File: config.mk
export PLATFORM = sky130hd
export DESIGN_NAME = mmbd_ctrl
export DESIGN_NICKNAME = d
export VERILOG_FILES = /design/src/sv/mmbd_pkg.sv /design/src/sv/mmbd_ctrl.sv
export SDC_FILE = /design/constraint.sdc
export NUM_CORES = 1
export LEC_CHECK = 0
export BUFFER_PORTS_ARGS = -buffer_cell sky130_fd_sc_hd__clkbuf_2
export CAP_MARGIN = 15
export CORE_AREA = 2 2 39 41
export CTS_CLUSTER_DIAMETER = 50
export DETAILED_ROUTE_END_ITERATION = 16
export DIE_AREA = 0 0 41 43
export PLACE_DENSITY = 0.43
export SLEW_MARGIN = 10
export SYNTH_ARGS = -nofsm -noshare
export SYNTH_HDL_FRONTEND = slang
export SYNTH_SLANG_ARGS = --single-unit
File: constraint.sdc
create_clock -name clk -period 2.2 [get_ports clk]
set_input_delay 0.22 -clock clk [delete_from_list [all_inputs] [get_ports clk]]
set_output_delay 0.22 -clock clk [all_outputs]
set_load 0.02 [all_outputs]
File: src/sv/mmbd_pkg.sv
`default_nettype none
package mmbd_pkg;

  localparam int LANE_W = 10;
  localparam int SUM_W  = 4 * LANE_W;
  localparam int CNT_W  = 13;
  localparam int LVL_W  = 4;
  localparam int COORD_W = 11;

  typedef enum logic [1:0] {
    ST_IDLE,
    ST_READ,
    ST_CALC,
    ST_OUT
  } state_t;

  typedef struct packed {
    logic start;
    logic read;
    logic calc;
    logic advance;
    logic restart;
  } cmd_t;

  typedef struct packed {
    logic emit;
    logic more;
    logic has_levels;
  } status_t;

endpackage
`default_nettype wire

File: src/sv/mmbd_ctrl.sv
`default_nettype none
module mmbd_ctrl (
  input  wire                    clk,
  input  wire                    rst,
  input  wire                    in_valid,
  output logic                   in_ready,
  output logic                   out_valid,
  input  wire                    out_ready,
  input  wire                    cfg_valid,
  output logic                   cfg_ready,
  input  wire  mmbd_pkg::status_t sts,
  output mmbd_pkg::cmd_t         cmd
);

  mmbd_pkg::state_t state, state_next;

  always_ff @(posedge clk) begin
    if (rst) begin
      state <= mmbd_pkg::ST_IDLE;
    end else begin
      state <= state_next;
    end
  end

  always_comb begin
    state_next = state;
    cmd = '0;
    in_ready = 1'b0;
    out_valid = 1'b0;
    cfg_ready = (state == mmbd_pkg::ST_IDLE);
    cmd.restart = cfg_valid && cfg_ready;
    unique case (state)
      mmbd_pkg::ST_IDLE: begin
        in_ready = !cfg_valid;
        if (in_valid && !cfg_valid) begin
          cmd.start = 1'b1;
          if (sts.has_levels) state_next = mmbd_pkg::ST_READ;
        end
      end
      mmbd_pkg::ST_READ: begin
        cmd.read = 1'b1;
        state_next = mmbd_pkg::ST_CALC;
      end
      mmbd_pkg::ST_CALC: begin
        cmd.calc = 1'b1;
        if (sts.emit) state_next = mmbd_pkg::ST_OUT;
        else state_next = mmbd_pkg::ST_IDLE;
      end
      mmbd_pkg::ST_OUT: begin
        out_valid = 1'b1;
        if (out_ready) begin
          cmd.advance = 1'b1;
          state_next = sts.more ? mmbd_pkg::ST_READ : mmbd_pkg::ST_IDLE;
        end
      end
      default: state_next = mmbd_pkg::ST_IDLE;
    endcase
  end

endmodule
`default_nettype wire

---- After elaboration in Yosys (flattened, before gate mapping) ----
Index checks and enable logic that the tools add are counted.
word-level totals
  bits in registers ....................... 2
operators by class
  reductions and logical operators ........ 5
  equality and inequality tests ........... 6
  mux-type cells .......................... 14
operators by type and width
  kind                count
  $mux 1              9
  $mux 2              4
  $pmux 2 s4          1
  $eq 2x2->1 const B  2
  $ne 2x1->1 const B  2
  $reduce_and 3->1    1
  $eq 2x1->1 const B  1
  $logic_and 1x1->1   2
  $logic_not 2->1     1
  $ne 2x2->1 const B  1
  $logic_not 1->1     1

---- Logic depth before layout (Yosys ltp) ----
Gate-level depths: netlist of the first run.
  depth after elaboration ................. 4
  mapped depth ............................ 4
  depth with buffers taken out ............ 3

---- Worst setup path after synthesis of the first run ----
No wires, ideal clock.
  path type ............................... register -> output
  start point ............................. register state[1]
  end point ............................... output port cmd[0] in the netlist's numbering
  required time ........................... 1.980 ns
  arrival time ............................ 1.031 ns
  setup slack ............................. 0.949 ns
  cell stages (with the launch flop) ...... 4
  path through ............................ dfxtp_1 > buf_6 > nor2_1 > and2_1
RTL lines
  element                   RTL line         source
  start: declaration        mmbd_ctrl.sv:15  mmbd_pkg::state_t state, state_next;
  start signal: assignment  mmbd_ctrl.sv:19  state <= mmbd_pkg::ST_IDLE;
  start signal: assignment  mmbd_ctrl.sv:21  state <= state_next;
  end: declaration          mmbd_ctrl.sv:12  output mmbd_pkg::cmd_t cmd

==> results of run 1 <==
[path summary, 6_finish.rpt]
check | endpoint | slack [ns] | depth (start not counted)
worst max-delay path | cmd[4] | 0.83 | 2
worst max register to register | state[1]$_SDFFE_PP0P_ | 1.23 | 3
worst min register to register | state[0]$_SDFFE_PP0P_ | 0.61 | 2
worst min-delay path | state[1]$_SDFFE_PP0P_ | 0.17 | 2
[cell families after synthesis]
| group | after synthesis | synth area share, % |
|---|---|---|
| AO/OA/AOI/OAI | 2 | 9.56 |
| buffers and inverters | 3 | 15.4 |
| flip-flops | 2 | 23.5 |
| AND/OR/NAND/NOR | 13 | 51.5 |
[cells in the mapped netlist]
master / n / area [µm²]
inv_1: 1 / 3.75
and2_1: 2 / 12.5
dfxtp_1: 2 / 40.0
buf_6: 2 / 22.5
nor3_1: 1 / 5.00
nand2_1: 2 / 7.51
nor2b_1: 2 / 12.5
o2111ai_1: 1 / 8.76
a22oi_1: 1 / 7.51
and3_1: 1 / 6.26
nor4b_4: 1 / 23.8
nand3_1: 1 / 5.00
nand3b_1: 1 / 7.51
nor2_1: 2 / 7.51
[power breakdown]
group | total, mW | leakage, nW | internal [mW] | switching, mW
combinational | 0.0311 | 0.112 | 0.0139 | 0.0172
clock | 0.0785 | 0.0138 | 0.0600 | 0.0185
sequential | 0.0412 | 0.0163 | 0.0378 | 0.00332
total | 0.151 | 0.142 | 0.112 | 0.0391
[metal layers]
layer,GRT usage (%),wire length (µm),vias to the layer above
met2,8.13,213,6
li1,-,-,101
met4,2.00,0,0
met1,5.71,174,84
met5,0,0,-
met3,1.57,22,0
[area by class of cell]
| class | count | area [µm²] | area share [%] |
|---|---|---|---|
| multi-input cells | 15 | 104 | 39.2 |
| inverters | 1 | 3.75 | 1.42 |
| well taps | 16 | 20.0 | 7.55 |
| repair buffers | 15 | 75.1 | 28.3 |
| flip-flops and latches | 2 | 40.0 | 15.1 |
| clock buffers | 3 | 22.5 | 8.49 |
==> impl_metrics.json, run 1 <==
{
  "status": "finished clean",
  "avgRoutedWirePerCell_um": 7.90,
  "port_buffers": 15,
  "final-setup-viol-count": 0,
  "biggestRegsByFlops": "state x2",
  "tns_ns": 0,
  "final_cell_mix": "clkbuf_2, clkbuf_4",
  "yosysUniqueCellTypes": 14,
  "ant_nets": 0,
  "syn_area_um2": 170,
  "numCtsBuffers": 3,
  "grt_pass1_wl_um": 634,
  "drt-initial-drc-count": 4,
  "required_ns": 1.98,
  "cp-end-kind": "output pin",
  "antennaDiodeCount": 0,
  "leakagePower_nw": 0.142,
  "cts_tree": "yes",
  "groute.usage.overall_pct": 5.00,
  "drc": 0,
  "hpwl_um": 357,
  "synth_nets": 28,
  "rsz0062_at_grt": "no",
  "dp_slack_ns": 1.07,
  "nets": 46,
  "final-instance-count-excl-fill": 52,
  "arrival_ns": 1.15,
  "ys_seq_area_share_pct": 23.5,
  "viasPerCell": 3.67,
  "cts_max_level": 1,
  "grt-ovfl-total": 0,
  "path_clk_slew_ns": 0.03,
  "die_width_um": 41,
  "slew_headroom_pct": 77.0,
  "largest_reg_flops": 2,
  "hp-start": "rst",
  "start_util_pct": 12.3,
  "cts.sinks": 2,
  "core_mm2": 0.00138,
  "hold_violations": 0,
  "hold_buffers": 0,
  "postLayoutCoreUtil_pct": 19.2,
  "critPathSlowestCell": "dfxtp_1",
  "antenna_found_initial": 0,
  "grt_pass1_vias": 183,
  "maxCapViolations": 0,
  "final_area_um2": 265,
  "syn_to_final_growth_pct": 55.9,
  "ys_seq_elements": 2,
  "dpl_cell_area_um2": 243,
  "worstSetupPathType": "flop to output pin",
  "grt_max_degree": 11,
  "power_mw": 0.151,
  "crit_chain": "nor4b_4 > clkbuf_2",
  "clk_latency_ns": 0.22,
  "firstDrtPassIters": 2,
  "clockBufferDepth": 2,
  "tightest_slew_ns": 0.345,
  "whs_ns": 0.175,
  "r2r-start": "state[0]$_SDFFE_PP0P_",
  "cts_root_buffer": "clkbuf_4",
  "fmax_mhz": 733,
  "worst_setup_path_start_kind": "flop",
  "cts_setup_buffers": 0,
  "dieArea_mm2": 0.00176,
  "fill_cells": 168,
  "wirelength_um": 411,
  "num_rows": 14,
  "worstPathBufferInverterCount": 1,
  "placed_cells": 49,
  "maxSlewViolCount": 0,
  "crit_family": "flip-flops",
  "power_density_mw_per_mm2": 569,
  "path_max_fanout": 9,
  "final_common_cell": "clkbuf_2",
  "cpPeakStageDelay_ns": 0.39,
  "layout_setup_ws_ns": 0.835,
  "finalClockSkew_ns": 0.00177,
  "place.gp.congestion": 0.551,
  "ios": 16,
  "drive_gt1_share_pct": 52.8,
  "yosys_warnings": 0,
  "avgSynthCellArea_um2": 8.51,
  "crit_start": "state[1]$_SDFFE_PP0P_",
  "synth_cells": 20,
  "fin_crit_sh_pct": 62.0,
  "vias": 191,
  "worstHoldPathType": "primary input to flop",
  "period_minus_slack_ns": 1.37,
  "top_register": "state",
  "cts-resized-gates": 0,
  "ir_drop_v": 0.000125,
  "die_y_um": 43
}
(Power assumes the default switching activity.)
==> inputs of run 2 (changes only) <==
clock period = 1.3 ns   (was 2.2 ns; I/O delays follow)
==> impl_metrics.json, run 2 (synthesis gave the netlist of run 1 again) <==
{
  "postLayoutCoreUtil_pct": 19.3,
  "groute.usage.overall_pct": 5.10,
  "path_max_fanout": 9,
  "placed_cells": 49,
  "ios": 16,
  "grt-ovfl-total": 0,
  "place.gp.congestion": 0.568,
  "final-setup-viol-count": 0,
  "tightest_slew_ns": 0.217,
  "cts_setup_buffers": 0,
  "wirelength_um": 410,
  "slew_headroom_pct": 85.5,
  "tns_ns": 0,
  "arrival_ns": 1.10,
  "worstHoldPathType": "primary input to flop",
  "worst_setup_path_start_kind": "flop",
  "antenna_found_initial": 0,
  "cts_max_level": 1,
  "clk_latency_ns": 0.22,
  "grt_pass1_vias": 166,
  "drive_gt1_share_pct": 58.3,
  "final_common_cell": "clkbuf_2",
  "grt_max_degree": 11,
  "cts_tree": "yes",
  "maxSlewViolCount": 0,
  "hpwl_um": 346,
  "drc": 0,
  "required_ns": 1.17,
  "port_buffers": 15,
  "ant_nets": 0,
  "final-instance-count-excl-fill": 52,
  "core_mm2": 0.00138,
  "cts.sinks": 2,
  "antennaDiodeCount": 0,
  "vias": 191,
  "drt-initial-drc-count": 3,
  "cts_root_buffer": "clkbuf_4",
  "start_util_pct": 12.3,
  "syn_to_final_growth_pct": 57.4,
  "largest_reg_flops": 2,
  "die_width_um": 41,
  "dpl_cell_area_um2": 243,
  "r2r-start": "state[1]$_SDFFE_PP0P_",
  "viasPerCell": 3.67,
  "dieArea_mm2": 0.00176,
  "grt_pass1_wl_um": 607,
  "clockBufferDepth": 2,
  "status": "finished clean",
  "holdPathEnd": "state[1]$_SDFFE_PP0P_",
  "hold_depth": 2,
  "leakagePower_nw": 0.143,
  "finalClockSkew_ns": 0.00482,
  "numCtsBuffers": 3,
  "hp-start": "rst",
  "rsz0062_at_grt": "no",
  "ir_drop_v": 0.000287,
  "r2r_end": "state[0]$_SDFFE_PP0P_",
  "fmax_mhz": 816,
  "num_rows": 14,
  "power_density_mw_per_mm2": 959,
  "reg2regPathDepth": 3,
  "avgRoutedWirePerCell_um": 7.88,
  "final_area_um2": 268,
  "path_clk_slew_ns": 0.03,
  "final_cell_mix": "clkbuf_2, clkbuf_4",
  "top_register": "state",
  "ff2ff_setup_slack_ns": 0.41,
  "worstSetupPathType": "flop to output pin",
  "hold_buffers": 0,
  "biggestRegsByFlops": "state x2",
  "maxCapViolations": 0,
  "hold_violations": 0,
  "nets": 46,
  "period_minus_slack_ns": 1.23,
  "die_y_um": 43,
  "firstDrtPassIters": 3,
  "power_mw": 0.257,
  "fin_crit_sh_pct": 94.3,
  "cp-end-kind": "output pin"
}
## run 2: cell counts in the layout (fill, tap and decap cells not counted)
No cell type changed its count.
## run 2: what timing repair did
action                                 4_1_cts  5_1_grt
endpoints found under the hold margin        0        0
resized for setup                            0        2
setup endpoints to repair                    0        4
## run 2: metrics by stage
stage	setup WS [ns]	hold WS, ns
detailed placement	0.262	0.312
finish	0.0746	0.0711
CTS	0.00812	0.0745
global placement	0.239	0.311
floorplan	0.139	0.202
global route	0.0259	0.0633
## run 2: where the power goes
part	switching [mW]	internal [mW]
combinational	0.0289	0.0236
sequential	0.00531	0.0645
clock	0.0329	0.102
total	0.0671	0.190
## run 2: worst max-delay path by stage
stage | startpoint | slack, ns | endpoint
2_1_floorplan | state[1]$_SDFFE_PP0P_ | 0.14 | cmd[0]
3_3_place_gp | state[1]$_SDFFE_PP0P_ | 0.24 | cmd[4]
3_5_place_dp | state[1]$_SDFFE_PP0P_ | 0.26 | cmd[4]
4_1_cts | state[1]$_SDFFE_PP0P_ | 0.008 | cmd[4]
5_1_grt | state[1]$_SDFFE_PP0P_ | 0.03 | cmd[4]
6_report | state[1]$_SDFFE_PP0P_ | 0.07 | cmd[4]
## run 2: metal layers
layer	vias to the layer above	GRT usage [%]	routed length [µm]
met5	-	0	0
met4	0	2.00	0
met3	0	3.14	32
met2	6	8.13	206
li1	100	-	-
met1	85	5.08	171
## run 2: layout make-up
type	count	area, µm²
Tap cell	16	20.0
Multi-Input combinational cell	15	104
Inverter	1	3.75
Timing Repair Buffer	15	75.1
Fill cell	162	1120
Sequential cell	2	42.5
Clock buffer	3	22.5
## run 2: worst max-delay path, cell delays in order (launching register included)
cell      delay [ns]
dfxtp_2         0.36
nor4b_4         0.30
clkbuf_2        0.21
